[config.mk]
export PLATFORM = sky130hd
export DESIGN_NAME = cau_back
export DESIGN_NICKNAME = d
export VERILOG_FILES = /design/src/hw/rtl/cau_pkg.sv /design/src/hw/rtl/cau_back.sv
export SDC_FILE = /design/constraint.sdc
export NUM_CORES = 1
export LEC_CHECK = 0
export BUFFER_PORTS_ARGS = -buffer_cell sky130_fd_sc_hd__buf_2
export CORE_AREA = 2 2 239 241
export CTS_BUF_LIST = sky130_fd_sc_hd__clkbuf_4 sky130_fd_sc_hd__clkbuf_8 sky130_fd_sc_hd__clkbuf_16
export DETAILED_ROUTE_END_ITERATION = 10
export DIE_AREA = 0 0 241 243
export HOLD_SLACK_MARGIN = 0.15
export PLACE_DENSITY = 0.43
export SLEW_MARGIN = 0
export SYNTH_ARGS = -nofsm -noshare
export SYNTH_HDL_FRONTEND = slang
export SYNTH_SLANG_ARGS = --single-unit
[constraint.sdc]
create_clock -name clk -period 2.3 [get_ports clk]
set_input_delay 0.115 -clock clk [delete_from_list [all_inputs] [get_ports clk]]
set_output_delay 0.115 -clock clk [all_outputs]
set_load 0.005 [all_outputs]
[src/hw/rtl/cau_pkg.sv]
// Complex arithmetic unit: shared types, action codes and saturation helper.
// No dependencies; used by cau_front, cau_step, cau_back and the top level.
package cau_pkg;

  localparam logic [2:0] ACT_ADD = 3'd0;
  localparam logic [2:0] ACT_SUB = 3'd1;
  localparam logic [2:0] ACT_MUL = 3'd2;
  localparam logic [2:0] ACT_DIV = 3'd3;
  localparam logic [2:0] ACT_CMP = 3'd4;
  localparam logic [2:0] ACT_MAG = 3'd5;

  // One quotient bit and one root bit per step; 34 quotient bits are enough
  // to tell every saturating quotient from a representable one.
  localparam int STEPS = 34;

  typedef struct packed {
    logic [2:0]  action;
    logic [31:0] d_re;      // direct result for add, sub, mul, cmp
    logic [31:0] d_im;
    logic        d_ovf;
    logic        d_cmp;
    logic        dz;
    logic        neg_re;
    logic        neg_im;
    logic        big_re;
    logic        big_im;
    logic [63:0] den;
    logic [63:0] rem_re;
    logic [63:0] rem_im;
    logic [33:0] num_re;    // dividend bits still to bring down, MSB first
    logic [33:0] num_im;
    logic [33:0] q_re;
    logic [33:0] q_im;
    logic [67:0] sq_v;      // radicand, two bits consumed per step
    logic [33:0] sq_rem;
    logic [33:0] sq_root;
  } cau_step_t;

  // Sign-magnitude to saturated 32-bit part; returns {overflow, value}.
  function automatic logic [32:0] sat_sm(input logic neg, input logic big,
                                         input logic [63:0] mag);
    logic [63:0] n;
    n = ~mag + 64'd1;
    if (neg) begin
      if (big || (mag > 64'h0000_0000_8000_0000)) return {1'b1, 32'h8000_0000};
      return {1'b0, n[31:0]};
    end
    if (big || (mag > 64'h0000_0000_7FFF_FFFF)) return {1'b1, 32'h7FFF_FFFF};
    return {1'b0, mag[31:0]};
  endfunction

endpackage

[src/hw/rtl/cau_back.sv]
// Output stage: saturates quotient and root, selects the result and holds
// it in the output register. Depends on cau_pkg.
module cau_back (
  input  logic               clk,
  input  logic               rst,
  input  logic               en,
  input  logic               in_valid,
  input  cau_pkg::cau_step_t in_st,
  output logic               out_valid,
  output logic signed [31:0] res_re,
  output logic signed [31:0] res_im,
  output logic               compare_flag,
  output logic               overflow,
  output logic               divide_by_zero
);

  logic [32:0] q_re, q_im, rt;
  logic [31:0] re_next, im_next;
  logic        cmp_next, ovf_next, dz_next;

  always_comb begin
    q_re = cau_pkg::sat_sm(in_st.neg_re, in_st.big_re, {30'b0, in_st.q_re});
    q_im = cau_pkg::sat_sm(in_st.neg_im, in_st.big_im, {30'b0, in_st.q_im});
    rt   = cau_pkg::sat_sm(1'b0, 1'b0, {30'b0, in_st.sq_root});
    re_next  = in_st.d_re;
    im_next  = in_st.d_im;
    cmp_next = in_st.d_cmp;
    ovf_next = in_st.d_ovf;
    dz_next  = 1'b0;
    unique case (in_st.action)
      cau_pkg::ACT_DIV: begin
        if (in_st.dz) begin
          re_next  = '0;
          im_next  = '0;
          ovf_next = 1'b0;
          dz_next  = 1'b1;
        end else begin
          re_next  = q_re[31:0];
          im_next  = q_im[31:0];
          ovf_next = q_re[32] | q_im[32];
        end
      end
      cau_pkg::ACT_MAG: begin
        re_next  = rt[31:0];
        im_next  = '0;
        ovf_next = rt[32];
      end
      default: ;
    endcase
  end

  always_ff @(posedge clk) begin
    if (rst) begin
      out_valid <= 1'b0;
    end else if (en) begin
      out_valid <= in_valid;
    end
  end

  always_ff @(posedge clk) begin
    if (en) begin
      res_re         <= re_next;
      res_im         <= im_next;
      compare_flag   <= cmp_next;
      overflow       <= ovf_next;
      divide_by_zero <= dz_next;
    end
  end

endmodule

==> flow_summary.json <==
{
  "rows": 87,
  "hold_path.class": "in -> reg",
  "drv_slew": 0,
  "setup_viol": 0,
  "ys_async_sr_fraction_pct": 0,
  "dr_total_vias": 6563,
  "synth_top_family_by_area": "compound AO/OA/AOI/OAI gates",
  "synth_common_cells": "nand2_1, edfxtp_1, o21ai_0",
  "ctsLongestPathBuffers": 2,
  "clk_pin_slew_ns": 0.07,
  "netlist_instances": 598,
  "p_leak_nw": 3.32,
  "routabilityCongestion": 0.815,
  "met3_length_mm": 1.74,
  "hold_violations": 0,
  "maxCapViolCount": 0,
  "ios": 610,
  "synth_area_leaders": "edfxtp_1, nand2_1, o21ai_0",
  "drtPass1Iterations": 5,
  "synth_area_leader_cell": "edfxtp_1",
  "tightestPinTransition_ns": 0.632,
  "drive_gt1_share_pct": 36.3,
  "yosysMostFrequentCell": "nand2_1",
  "start_kind": "input pin",
  "synth_simple_gate_area_share_pct": 23.6,
  "ir_drop_mv": 0.365,
  "pre_cts_ws_ns": -0.0394,
  "place.port_buffers": 247,
  "period_minus_slack_ns": 2.20,
  "htreeDepth": 3,
  "synth_edf_count": 67,
  "fillCellCount": 6446,
  "synthFlopType": "edfxtp_1",
  "postCtsSetupBuffers": 0,
  "yosysUniqueCellTypes": 63,
  "timing.slew.headroom_pct": 57.5,
  "fin_cells": 1726,
  "ys_seq_area_share_pct": 39.7,
  "ys_ff_latch": 68,
  "netlist_area_um2": 5120,
  "critPathRequiredTime_ns": 2.42,
  "drtIter0Drc": 433,
  "routed.top_layer": "met5",
  "power_density_nw_per_um2": 478,
  "wl_per_cell_um": 19.3,
  "die-area_um2": 58600,
  "avgSynthCellArea_um2": 8.56,
  "synth_mux_area_share_pct": 0.782,
  "cpMaxStageDelayCell": "or4_1",
  "crit_path_frequent_cell": "a31oi_1",
  "clock-sinks": 68,
  "core-area_um2": 56000,
  "ys_warn_count": 0,
  "cts_buffers": 9,
  "synthAdderAreaFrac_pct": 0.489,
  "dp_hpwl_mm": 27.0,
  "grt-ovfl-total": 0,
  "die-width_um": 241,
  "root_buffer": "clkbuf_16",
  "rsz0062_at_grt": "false",
  "critPathKind": "in -> reg",
  "viasPerCell": 3.80,
  "antenna_found_initial": 9,
  "regArea_um2": 2030,
  "die_h_um": 243,
  "max_freq_mhz": 455,
  "grt_use_total_pct": 11.2,
  "synth-compound-area-share_pct": 31.1,
  "synth_nets": 1142,
  "cts_tree": "yes",
  "worstPathArrival_ns": 2.32,
  "start_util_pct": 9.15,
  "grt_max_degree": 41,
  "fin_skew_ns": 0,
  "totalWireLength_mm": 33.3,
  "routedLengthMet1_mm": 15.1,
  "path_cells": "buf_2 > or4_1 > nor3_1 > a31oi_1 > o211ai_1 > a31oi_1 > dlygate4sd3_1",
  "grt_pass1_wl_mm": 45.8,
  "setup_slack_ns": 0.101,
  "nets": 1500,
  "drc": 0,
  "fin_setup_tns_ns": 0,
  "crit_path_end_kind": "register",
  "syn_to_final_growth_pct": 71.5,
  "insertion_delay_ns": 0.38,
  "multi_input_area_um2": 2890,
  "total_power_w": 0.00420,
  "max_stage_delay_ns": 0.65,
  "synth_top_area_share_pct": 39.3,
  "post-route-period-util_pct": 95.6,
  "final_util_pct": 15.7,
  "ant_nets": 0,
  "wl_met2_mm": 15.3,
  "dp_cells": 1628,
  "synth_xor_area_share_pct": 0.171,
  "grt_pass1_vias": 6314,
  "outcome": "finished, final reports clean",
  "cp_max_fo": 6
}
## logic make-up (layout without fill, tap and decap cells)
| family | Yosys count | after routing |
|---|---|---|
| multiplexers | 4 | 4 |
| buffers and inverters | 54 | 417 |
| other | 0 | 9 |
| adder cells (fa/ha/maj) | 2 | 2 |
| flip-flops | 68 | 68 |
| XOR/XNOR | 1 | 1 |
| AO/OA/AOI/OAI | 240 | 240 |
| AND/OR/NAND/NOR | 229 | 229 |
## power breakdown
part / total (W) / switching (W) / internal [W]
registers: 0.00156 / 0.0000453 / 0.00151
logic: 0.00107 / 0.000588 / 0.000483
clock network: 0.00157 / 0.000713 / 0.000858
## layout make-up
class | instances | area share, %
multi-input cells | 476 | 32.9
repair buffers | 392 | 29.1
flip-flops and latches | 68 | 23.1
well taps | 756 | 10.8
clock buffers | 9 | 2.56
clock inverters | 7 | 0.955
inverters | 9 | 0.385
diodes | 9 | 0.256
## per-stage QoR
stage | hold WS [ns] | cell area [um^2]
after floorplan | 0.187 | 5120
after global placement | 0.275 | 7710
after detailed placement | 0.279 | 7710
after CTS | 0.152 | 8760
after global routing | 0.173 | 8770
final | 0.166 | 8780
## registers in the layout, indices dropped and copies added, names as in the netlist
register,flops
divide_by_zero,1
out_valid,1
res_re,32
res_im,32
compare_flag,1
overflow,1
## worst max-delay path: cells and delay by family
family / cells / cell delay [ns]
simple gates: 2 / 0.98
buf+inv: 2 / 0.69
compound gates: 3 / 0.52
## final timing paths
check        slack [ns]                    from  cells after the start                      to
max                0.10              in_st[172]                      7    res_re[21]$_DFFE_PP_
min                0.17               in_st[12]                      3    res_re[12]$_DFFE_PP_
max reg2reg        1.17  out_valid$_SDFFE_PP0P_                      3  out_valid$_SDFFE_PP0P_
min reg2reg        1.04  out_valid$_SDFFE_PP0P_                      3  out_valid$_SDFFE_PP0P_
## layout by cell type (no fill, tap or decap), types with 10 or more instances in the layout
cell type	Yosys	routed
or4_1	11	11
nor4_1	11	11
a21oi_1	41	41
or3_1	10	10
buf_2	3	246
nor2_1	33	33
nand4_1	14	14
nor3_1	23	23
nand3_1	12	12
o21ai_0	55	55
a221oi_1	22	22
a31oi_1	21	20
nand2_1	77	76
edfxtp_1	67	67
dlygate4sd3_1	0	74
o22ai_1	19	19
buf_4	0	68
o31ai_1	13	13
## timing repair
action                                 in CTS  in global routing
hold buffers                               74                  0
resized for setup                           0                  4
endpoints found under the hold margin      56                  0
setup endpoints to repair                   0                  3
## layer usage
metal,up-vias,GRT usage [%]
li1,3161,-
met1,3159,14.7
met2,206,17.7
met3,35,2.29
met4,2,4.32
met5,-,0
Note: power is estimated with default switching activity, not from simulation.
