[src/hw/rtl/cau_pkg.sv]
// Complex arithmetic unit: shared types, action codes and saturation helper.
// No dependencies; used by cau_front, cau_step, cau_back and the top level.
package cau_pkg;

  localparam logic [2:0] ACT_ADD = 3'd0;
  localparam logic [2:0] ACT_SUB = 3'd1;
  localparam logic [2:0] ACT_MUL = 3'd2;
  localparam logic [2:0] ACT_DIV = 3'd3;
  localparam logic [2:0] ACT_CMP = 3'd4;
  localparam logic [2:0] ACT_MAG = 3'd5;

  // One quotient bit and one root bit per step; 34 quotient bits are enough
  // to tell every saturating quotient from a representable one.
  localparam int STEPS = 34;

  typedef struct packed {
    logic [2:0]  action;
    logic [31:0] d_re;      // direct result for add, sub, mul, cmp
    logic [31:0] d_im;
    logic        d_ovf;
    logic        d_cmp;
    logic        dz;
    logic        neg_re;
    logic        neg_im;
    logic        big_re;
    logic        big_im;
    logic [63:0] den;
    logic [63:0] rem_re;
    logic [63:0] rem_im;
    logic [33:0] num_re;    // dividend bits still to bring down, MSB first
    logic [33:0] num_im;
    logic [33:0] q_re;
    logic [33:0] q_im;
    logic [67:0] sq_v;      // radicand, two bits consumed per step
    logic [33:0] sq_rem;
    logic [33:0] sq_root;
  } cau_step_t;

  // Sign-magnitude to saturated 32-bit part; returns {overflow, value}.
  function automatic logic [32:0] sat_sm(input logic neg, input logic big,
                                         input logic [63:0] mag);
    logic [63:0] n;
    n = ~mag + 64'd1;
    if (neg) begin
      if (big || (mag > 64'h0000_0000_8000_0000)) return {1'b1, 32'h8000_0000};
      return {1'b0, n[31:0]};
    end
    if (big || (mag > 64'h0000_0000_7FFF_FFFF)) return {1'b1, 32'h7FFF_FFFF};
    return {1'b0, mag[31:0]};
  endfunction

endpackage

[src/hw/rtl/cau_step.sv]
// One stage of the shared step pipeline: a restoring division step for both
// quotient parts and a two-bit root step. Depends on cau_pkg.
module cau_step (
  input  logic               clk,
  input  logic               rst,
  input  logic               en,
  input  logic               in_valid,
  input  cau_pkg::cau_step_t in_st,
  output logic               out_valid,
  output cau_pkg::cau_step_t st
);

  cau_pkg::cau_step_t st_next;
  logic [64:0] r2_re, r2_im, d65;
  logic        ge_re, ge_im;
  logic [35:0] sr2, trial;
  logic        ge_sq;

  always_comb begin
    d65   = {1'b0, in_st.den};
    r2_re = {in_st.rem_re, in_st.num_re[33]};
    r2_im = {in_st.rem_im, in_st.num_im[33]};
    ge_re = r2_re >= d65;
    ge_im = r2_im >= d65;
    sr2   = {in_st.sq_rem, in_st.sq_v[67:66]};
    trial = {in_st.sq_root, 2'b01};
    ge_sq = sr2 >= trial;

    st_next        = in_st;
    st_next.rem_re = ge_re ? 64'(r2_re - d65) : r2_re[63:0];
    st_next.rem_im = ge_im ? 64'(r2_im - d65) : r2_im[63:0];
    st_next.num_re = {in_st.num_re[32:0], 1'b0};
    st_next.num_im = {in_st.num_im[32:0], 1'b0};
    st_next.q_re   = {in_st.q_re[32:0], ge_re};
    st_next.q_im   = {in_st.q_im[32:0], ge_im};
    // remainder stays below 2*root+1, so 34 bits hold it
    st_next.sq_rem  = ge_sq ? 34'(sr2 - trial) : sr2[33:0];
    st_next.sq_root = {in_st.sq_root[32:0], ge_sq};
    st_next.sq_v    = {in_st.sq_v[65:0], 2'b00};
  end

  always_ff @(posedge clk) begin
    if (rst) begin
      out_valid <= 1'b0;
    end else if (en) begin
      out_valid <= in_valid;
    end
  end

  always_ff @(posedge clk) begin
    if (en) st <= st_next;
  end

endmodule

[config.mk]
export PLATFORM = sky130hd
export DESIGN_NAME = cau_step
export DESIGN_NICKNAME = d
export VERILOG_FILES = /design/src/hw/rtl/cau_pkg.sv /design/src/hw/rtl/cau_step.sv
export SDC_FILE = /design/constraint.sdc
export NUM_CORES = 1
export LEC_CHECK = 0
export ABC_CLOCK_PERIOD_IN_PS = 7800
export BUFFER_PORTS_ARGS = -buffer_cell sky130_fd_sc_hd__buf_4
export CORE_AREA = 2 2 415 417
export CTS_CLUSTER_SIZE = 40
export DETAILED_ROUTE_END_ITERATION = 8
export DIE_AREA = 0 0 417 419
export PLACE_DENSITY = 0.31
export SLEW_MARGIN = 0
export SYNTH_ARGS = -nofsm -noshare
export SYNTH_HDL_FRONTEND = slang
export SYNTH_SLANG_ARGS = --single-unit
[constraint.sdc]
create_clock -name clk -period 7.8 [get_ports clk]
set_input_delay 1.56 -clock clk [delete_from_list [all_inputs] [get_ports clk]]
set_output_delay 1.56 -clock clk [all_outputs]
set_load 0.005 [all_outputs]
==> qor.yml, run 1 <==
status: "completed"
power_leakage_nw: 17.1
postCtsSetupRepairBufs: 0
cp.arrival_ns: 5.82
fin_crit_ns: 5.39
maxSlewHeadroom: 0.266
area_delta_synth_final_pct: 48.1
ctsHoldBuffers: 0
startpoint_type: "input pin"
post-route-period-util: 0.691
wire_per_inst_um: 27.2
ant_nets: 0
grt_usage: 0.172
ys_seq_area_frac: 0.583
clk_latency_ns: 0.69
cap_viol_max_count: 0
dp_hpwl_um: 130000
max_freq_ghz: 0.185
cts_max_level: 3
mostFrequentLayoutCells: "buf_4 (1,086), edfxtp_1 (534), a21oi_1 (238)"
setup.worst_path.start: "in_st[271]"
postCtsResizedCells: 0
vias_per_cell: 4.06
mostFrequentLayoutCell: "buf_4"
skew_ns: 0
nets: 4158
synth-edff-count: 534
clockRootBuffer: "clkbuf_16"
ys.warnings.count: 0
crit_path_max_fanout: 5
min-delay-start: "out_valid"
finalWirelength_um: 156000
holdPathStages: 2
hold_path.class: "reg2reg"
drt_iter0_markers: 1325
ir_drop_mv: 0.140
cp-end-kind: "register"
overflow: 0
drt_pass1_iterations: 5
vias: 23300
start_util: 0.161
grt_pass1_vias: 23400
synth_area_leaders: "edfxtp_1 (58%), ha_1 (7.5%), a21oi_1 (4.3%), nand2_1 (2.7%), o21ai_0 (2.7%)"
grt_max_degree: 135
cts.sinks: 535
die_y_um: 419
cts_tree: "built"
drive_above_1_share: 0.355
numCtsBuffers: 78
synth_ff_type: "edfxtp_1"
dp_worst_setup_slack_ns: 1.49
maxSlewViolCount: 0
setup_viol: 0
portBuffers: 1074
yosys.area.top_type_share: 0.583
ios: 1081
crit_type: "in2reg"
tightestPinTransition_ns: 1.09
rsz0062_at_grt: "false"
power_density_nw_per_um2: 229
crit_slowest_cell: "o311ai_1"
path_clk_slew_ns: 0.05
yosys.area.top_type: "edfxtp_1"
cp.depth: 16
worstReg2RegStart: "out_valid"
synth_area_um2: 27500
hold_viol: 0
worstPathBufferInverterCount: 4
die-area_um2: 175000
antenna_found_initial: 46
synth.distinct_cells: 74
r2r_cells: 2
synthArstFlopShare: 0
core_area_um2: 171000
timing.final.ws_setup_ns: 2.41
clk_path_buf_depth: 3
crit_top_cell: "buf_4"
gp_congestion: 0.844
critPathTopFamily: "compound AO/OA/AOI/OAI gates"
netlist_instances: 2371
fin_setup_tns_ns: 0
avgSynthCellArea_um2: 11.6
slowest_delay_ns: 0.63
worstPathCellList: "buf_4, inv_1, ha_1, fa_1, nand2b_1, a211oi_1, nor3_1, buf_4, o311ai_1, a31oi_1, buf_4, o2111ai_1, a31oi_1, o41ai_1, xnor2_1, o21ai_1"
crit_required_ns: 8.23
route.detailed.drc: 0
die_w_um: 417
grt_pass1_wl_um: 206000
ys_seq_elements: 535
core.rowCount: 152
==> worst min-delay path, cell delays in order (launching register included) <==
cell and delay (ns):
dfxtp_1 0.32, mux2i_1 0.06, nor2_1 0.08
==> synth_stat cells, drive strengths merged, types with 17 or more instances <==
library cell and instances:
xnor2 83, nand3 35, a211oi 19, o21a 21, edfxtp 534, a21o 93, a31oi 19, mux2 17
nor2 149, o21ai 151, inv 159, ha 164, clkbuf 67, a21oi 239, nor3 28, buf 29
o21bai 32, xor2 65, and3 19, nand4 54, nand2 198
==> per-stage QoR <==
stage | total power, mW | hold WS (ns) | area [µm²] | util | std cells
floorplan | 4.52 | 0.485 | 27500 | - | 2374
global placement | 5.86 | 0.481 | 38200 | 0.224 | 5603
detailed placement | 5.84 | 0.492 | 38200 | 0.224 | 5603
CTS | 9.57 | 0.505 | 40700 | 0.239 | 5740
global route | 9.78 | 0.586 | 40700 | 0.239 | 5742
finish | 9.34 | 0.496 | 40800 | 0.239 | 5750
==> routing by layer <==
| metal | up-vias | routed length (µm) | GRT usage |
|---|---|---|---|
| li1 | 11000 | - | - |
| met1 | 11300 | 54600 | 0.172 |
| met2 | 748 | 86900 | 0.337 |
| met3 | 196 | 9900 | 0.0475 |
| met4 | 42 | 4650 | 0.0562 |
| met5 | - | 238 | 0 |
==> cells by family after synthesis <==
group | synth area share
AND/OR/NAND/NOR | 0.0943
other | 0.000136
buffers and inverters | 0.0366
XOR/XNOR | 0.0471
flip-flops | 0.583
AO/OA/AOI/OAI | 0.155
adder cells (fa/ha/maj) | 0.0760
multiplexers | 0.00768
==> state kept, by name, indices dropped and copies added (netlist names) <==
register,cells
st,534
out_valid,1
==> cell type report <==
class | instances | area [µm²]
Tap cell | 2233 | 2790
Clock buffer | 102 | 2080
Clock inverter | 35 | 427
Sequential cell | 535 | 16100
Multi-Input combinational cell | 1584 | 10500
Inverter | 159 | 598
Timing Repair Buffer | 1092 | 8270
Fill cell | 18400 | 130000
Antenna cell | 10 | 25.0
==> final timing paths <==
kind / endpoint / slack [ns]
min: out_valid / 0.50
max: st[396] / 2.41
max reg2reg: out_valid / 7.22
min reg2reg: out_valid / 0.50
==> power by group <==
group | switching (mW) | total [mW] | internal (mW)
clock network | 1.51 | 3.60 | 2.09
logic | 1.18 | 2.11 | 0.929
registers | 0.0922 | 3.62 | 3.53
Note: power is estimated with default switching activity, not from simulation.
==> run 2, diff against run 1 <==
--- a/config.mk
+++ b/config.mk
@@ -5,12 +5,12 @@
 export SDC_FILE = /design/constraint.sdc
 export NUM_CORES = 1
 export LEC_CHECK = 0
-export ABC_CLOCK_PERIOD_IN_PS = 7800
+export ABC_CLOCK_PERIOD_IN_PS = 4750
 export BUFFER_PORTS_ARGS = -buffer_cell sky130_fd_sc_hd__buf_4
-export CORE_AREA = 2 2 415 417
+export CORE_AREA = 2 2 425 427
 export CTS_CLUSTER_SIZE = 40
 export DETAILED_ROUTE_END_ITERATION = 8
-export DIE_AREA = 0 0 417 419
+export DIE_AREA = 0 0 427 429
 export PLACE_DENSITY = 0.31
 export SLEW_MARGIN = 0
 export SYNTH_ARGS = -nofsm -noshare
==> constraint.sdc (replaced) <==
create_clock -name clk -period 4.75 [get_ports clk]
set_input_delay 0.95 -clock clk [delete_from_list [all_inputs] [get_ports clk]]
set_output_delay 0.95 -clock clk [all_outputs]
set_load 0.005 [all_outputs]
==> run 2 against run 1 <==
  * Cell count up 5.2%
  * Clock power up 71%
  * Via count up 2.7%
  * Worst setup slack worse by 2.0 ns
  * Hold slack worse by 0.081 ns
  * Utilization down 0.062 points
  * Combinational power up 75%
  * Critical path type unchanged
  * Largest power group is now the clock network
==> qor.yml, run 2 (same netlist as run 1, synthesis figures left out) <==
start_util: 0.155
fin_setup_tns_ns: 0
swShare: 0.297
mostFrequentLayoutCell: "buf_4"
ir_drop_mv: 0.231
grt_max_degree: 74
path_clk_slew_ns: 0.05
cts_max_level: 3
p_sw_mw: 4.70
cap_viol_max_count: 0
top_register: "st"
hold_path.class: "in2reg"
ios: 1081
postCtsSetupRepairBufs: 0
die-area_um2: 183000
cp.arrival_ns: 4.80
drive_above_1_share: 0.385
largest_register_ffs: 534
fin_crit_ns: 4.36
die_w_um: 427
crit_path_max_fanout: 53
cts_tree: "built"
grt_pass1_vias: 24700
setup_viol: 0
p_comb_frac: 0.234
p_clk_frac: 0.389
vias: 24000
ctsHoldBuffers: 0
timing.hold.ws_ns: 0.415
mostFrequentLayoutCells: "buf_4 (1,242), edfxtp_1 (534), a21oi_1 (238)"
area_delta_synth_final_pct: 54.2
gp_congestion: 0.855
route.detailed.drc: 0
max_freq_ghz: 0.230
placed_cells: 5892
grt_pass1_wl_um: 213000
timing.final.ws_setup_ns: 0.395
startpoint_type: "input pin"
skew_ns: 0
drt_iter0_markers: 1243
die_y_um: 429
power_frac_seq: 0.377
vias_per_cell: 3.96
numCtsBuffers: 78
clk_path_buf_depth: 3
status: "completed"
ant_nets: 0
power_leakage_nw: 18.0
clk_latency_ns: 0.69
post-route-period-util: 0.917
dp_worst_setup_slack_ns: -0.407
reg_top3: "st: 534 flops, out_valid: 1 flops"
tightestPinTransition_ns: 0.701
dp_hpwl_um: 138000
overflow: 0
wire_per_inst_um: 26.9
finalWirelength_um: 163000
power_density_nw_per_um2: 373
hold_viol: 0
core_area_um2: 178000
clockRootBuffer: "clkbuf_16"
drt_pass1_iterations: 5
portBuffers: 1074
nets: 4325
grt_usage: 0.171
antenna_found_initial: 58
maxSlewViolCount: 0
internal_power_mw: 11.1
core.rowCount: 155
placed_area_um2: 39800
fin_cells: 6047
rsz0062_at_grt: "false"
fin_area_um2: 42400
crit_required_ns: 5.20
crit_type: "in2reg"
cts.sinks: 535
cp-end-kind: "register"
maxSlewHeadroom: 0.521
utilization: 0.238
postCtsResizedCells: 0
power_mw: 15.8
[run 2: cell types whose count changed in the layout (fill, tap and decap cells not counted), moves of 2 or more]
cell        change
clkinvlp_4      +2
buf_4         +156
clkinv_1        +7
clkinv_4        +2
diode_2         +4
buf_12         +11
clkbuf_8        -4
bufinv_16       +5
clkbuf_1        -9
[run 2: layer usage]
metal	up-vias	global-route usage	routed length, µm
met1	11500	0.166	55400
met2	793	0.324	87900
met5	-	0	322
met3	253	0.0475	10800
li1	11400	-	-
met4	50	0.0884	8340
[run 2: cell type report]
class | count | area [µm²]
Antenna cell | 14 | 35.0
Clock buffer | 89 | 1990
Clock inverter | 52 | 641
Fill cell | 19200 | 136000
Inverter | 159 | 598
Multi-Input combinational cell | 1584 | 10500
Sequential cell | 535 | 16100
Tap cell | 2355 | 2950
Timing Repair Buffer | 1259 | 9660
[run 2: worst max-delay path, cell delays in order]
cell and delay (ns):
buf_4 0.11, inv_1 0.22, ha_1 0.31, a21oi_1 0.38, o211ai_1 0.31, buf_4 0.24
a21oi_1 0.20, a2111oi_0 0.14, buf_4 0.16, nor3_1 0.17, o21ai_1 0.24, a31oi_4 0.36
buf_4 0.49, mux2_2 0.41
[run 2: final timing paths]
kind	from	end	slack (ns)	depth (start not counted)
max	in_st[430]	st[353]	0.39	14
min	rst	out_valid	0.41	2
max reg2reg	out_valid	out_valid	4.16	2
min reg2reg	out_valid	out_valid	0.51	2
[run 2: power by group through the flow]
stage               Sequential, mW  Combinational, mW  Clock, mW
floorplan                     6.08               1.34          0
global placement              6.06               3.80          0
detailed placement            6.06               3.78          0
CTS                           5.98               3.80       6.46
global route                  6.01               4.01       6.59
finish                        5.97               3.70       6.16
==> run 3, diff against run 2 <==
--- a/config.mk
+++ b/config.mk
@@ -11,7 +11,7 @@
 export CTS_CLUSTER_SIZE = 40
 export DETAILED_ROUTE_END_ITERATION = 8
 export DIE_AREA = 0 0 427 429
-export PLACE_DENSITY = 0.31
+export PLACE_DENSITY = 0.4
 export SLEW_MARGIN = 0
 export SYNTH_ARGS = -nofsm -noshare
 export SYNTH_HDL_FRONTEND = slang
==> run 3 against run 2 <==
  * Cell count fell by 0.71%
  * Worst setup slack improved by 0.015 ns
  * Sequential share of layout area rose by 0.50 points
  * Critical path type unchanged
  * Critical endpoint is now st[398]
  * Largest cell class unchanged
  * Highest routed layer unchanged
==> qor.yml, run 3 (same netlist as run 1, synthesis figures left out) <==
area_delta_synth_final_pct: 52.1
utilization: 0.235
r2r-end: "out_valid"
tightestPinTransition_ns: 0.987
crit_slowest_cell: "a31oi_1"
post-route-period-util: 0.914
rsz0062_at_grt: "false"
largest_register_ffs: 534
die-area_um2: 183000
timing.final.ws_setup_ns: 0.409
die_y_um: 429
fin_crit_ns: 4.34
core_area_um2: 178000
ctsHoldBuffers: 0
top_register: "st"
grt_usage: 0.163
cp.arrival_ns: 4.76
cts.sinks: 535
maxSlewViolCount: 0
route.detailed.drc: 0
maxSlewHeadroom: 0.342
worstPathBufferInverterCount: 7
status: "completed"
cap_viol_max_count: 0
crit_type: "in2reg"
fin_area_um2: 41900
crit_end: "st[398]"
setup.worst_path.start: "in_st[271]"
numCtsBuffers: 73
power_mw: 15.1
dp_worst_setup_slack_ns: -0.335
power_density_nw_per_um2: 361
cp-end-kind: "register"
grt_pass1_wl_um: 204000
start_util: 0.155
worstReg2RegStart: "out_valid"
setup_viol: 0
nFillCells: 19300
r2r_cells: 2
hold_viol: 0
ant_nets: 0
hold_path.class: "in2reg"
ir_drop_mv: 0.203
drive_above_1_share: 0.379
drt_pass1_iterations: 5
overflow: 0
die_w_um: 427
cts_tree: "built"
grt_max_degree: 80
cp.depth: 19
power_leakage_nw: 17.7
drt_iter0_markers: 1360
postCtsResizedCells: 0
wire_per_inst_um: 26.1
path_clk_slew_ns: 0.06
startpoint_type: "input pin"
vias: 24100
finalWirelength_um: 157000
cts_max_level: 3
clk_path_buf_depth: 3
gp_congestion: 0.927
slowest_delay_ns: 0.51
vias_per_cell: 4.01
critPathTopFamily: "compound AO/OA/AOI/OAI gates"
crit_path_max_fanout: 3
reg_top3: "st: 534 flops, out_valid: 1 flops"
crit_top_cell: "buf_4"
core.rowCount: 155
clk_latency_ns: 0.68
portBuffers: 1074
crit_required_ns: 5.17
min-delay-start: "rst"
max_freq_ghz: 0.230
clockRootBuffer: "clkbuf_16"
antenna_found_initial: 50
mostFrequentLayoutCells: "buf_4 (1,224), edfxtp_1 (534), a21oi_1 (238)"
placed_area_um2: 39600
dp_hpwl_um: 132000
grt_pass1_vias: 24100
worst-r2r-setup-slack_ns: 4.15
worstPathCellList: "buf_4, inv_1, ha_1, fa_1, nand2b_1, a211oi_1, buf_4, nor3_1, o311ai_1, buf_4, a31oi_1, buf_4, o2111ai_1, buf_4, a31oi_1, o22ai_1, buf_4, o41ai_1, a221oi_1"
skew_ns: 0
ios: 1081
timing.hold.ws_ns: 0.422
nets: 4299
mostFrequentLayoutCell: "buf_4"
postCtsSetupRepairBufs: 0
==> run 3: cell count changes in the layout (fill, tap and decap cells not counted), sizes merged <==
cell and change:
diode -5, clkinvlp +1, buf -21, clkbuf +4, inv -1, clkinv -16, bufinv -5
==> run 3: worst reg2reg max path: stages, from the launching register on <==
cell	delay, ns
dfxtp_1	0.31
mux2i_1	0.13
nor2_1	0.06
==> run 3: area by class of cell <==
class                      instances  area [µm²]  area share
sequential                       535       16100       0.383
multi-input combinational       1584       10500       0.251
timing repair buffer            1238        9460       0.226
tap                             2355        2950      0.0704
clock buffer                      93        1910      0.0457
inverter                         159         598      0.0143
clock inverter                    31         383     0.00914
antenna                            9        22.5    0.000538
==> run 3: metrics by stage <==
stage	std cells	TNS, ns
after global routing	6002	0
after floorplan	2374	0
after global placement	5871	-3.50
after detailed placement	5871	-2.57
final	6004	0
after CTS	5995	0
==> run 3: worst min-delay path by stage <==
stage                     slack [ns]  cells past startpoint   endpoint
after floorplan                 0.48                      2  out_valid
after CTS                       0.33                      2  out_valid
final                           0.42                      2  out_valid
after global routing            0.39                      1     st[94]
after detailed placement        0.50                      2  out_valid
after global placement          0.49                      2  out_valid
==> run 3: where the power goes <==
part,switching [mW],leakage [nW],internal [mW]
clock network,2.33,1.10,3.18
logic,1.97,11.3,1.67
registers,0.180,5.23,5.80
total,4.48,17.7,10.7
==> run 3: metal layers <==
layer,vias to the layer above,GRT usage,routed length [µm]
met3,250,0.0360,8960
met2,831,0.321,87400
met4,32,0.0750,6830
li1,11300,-,-
met1,11700,0.158,53200
met5,-,0,209
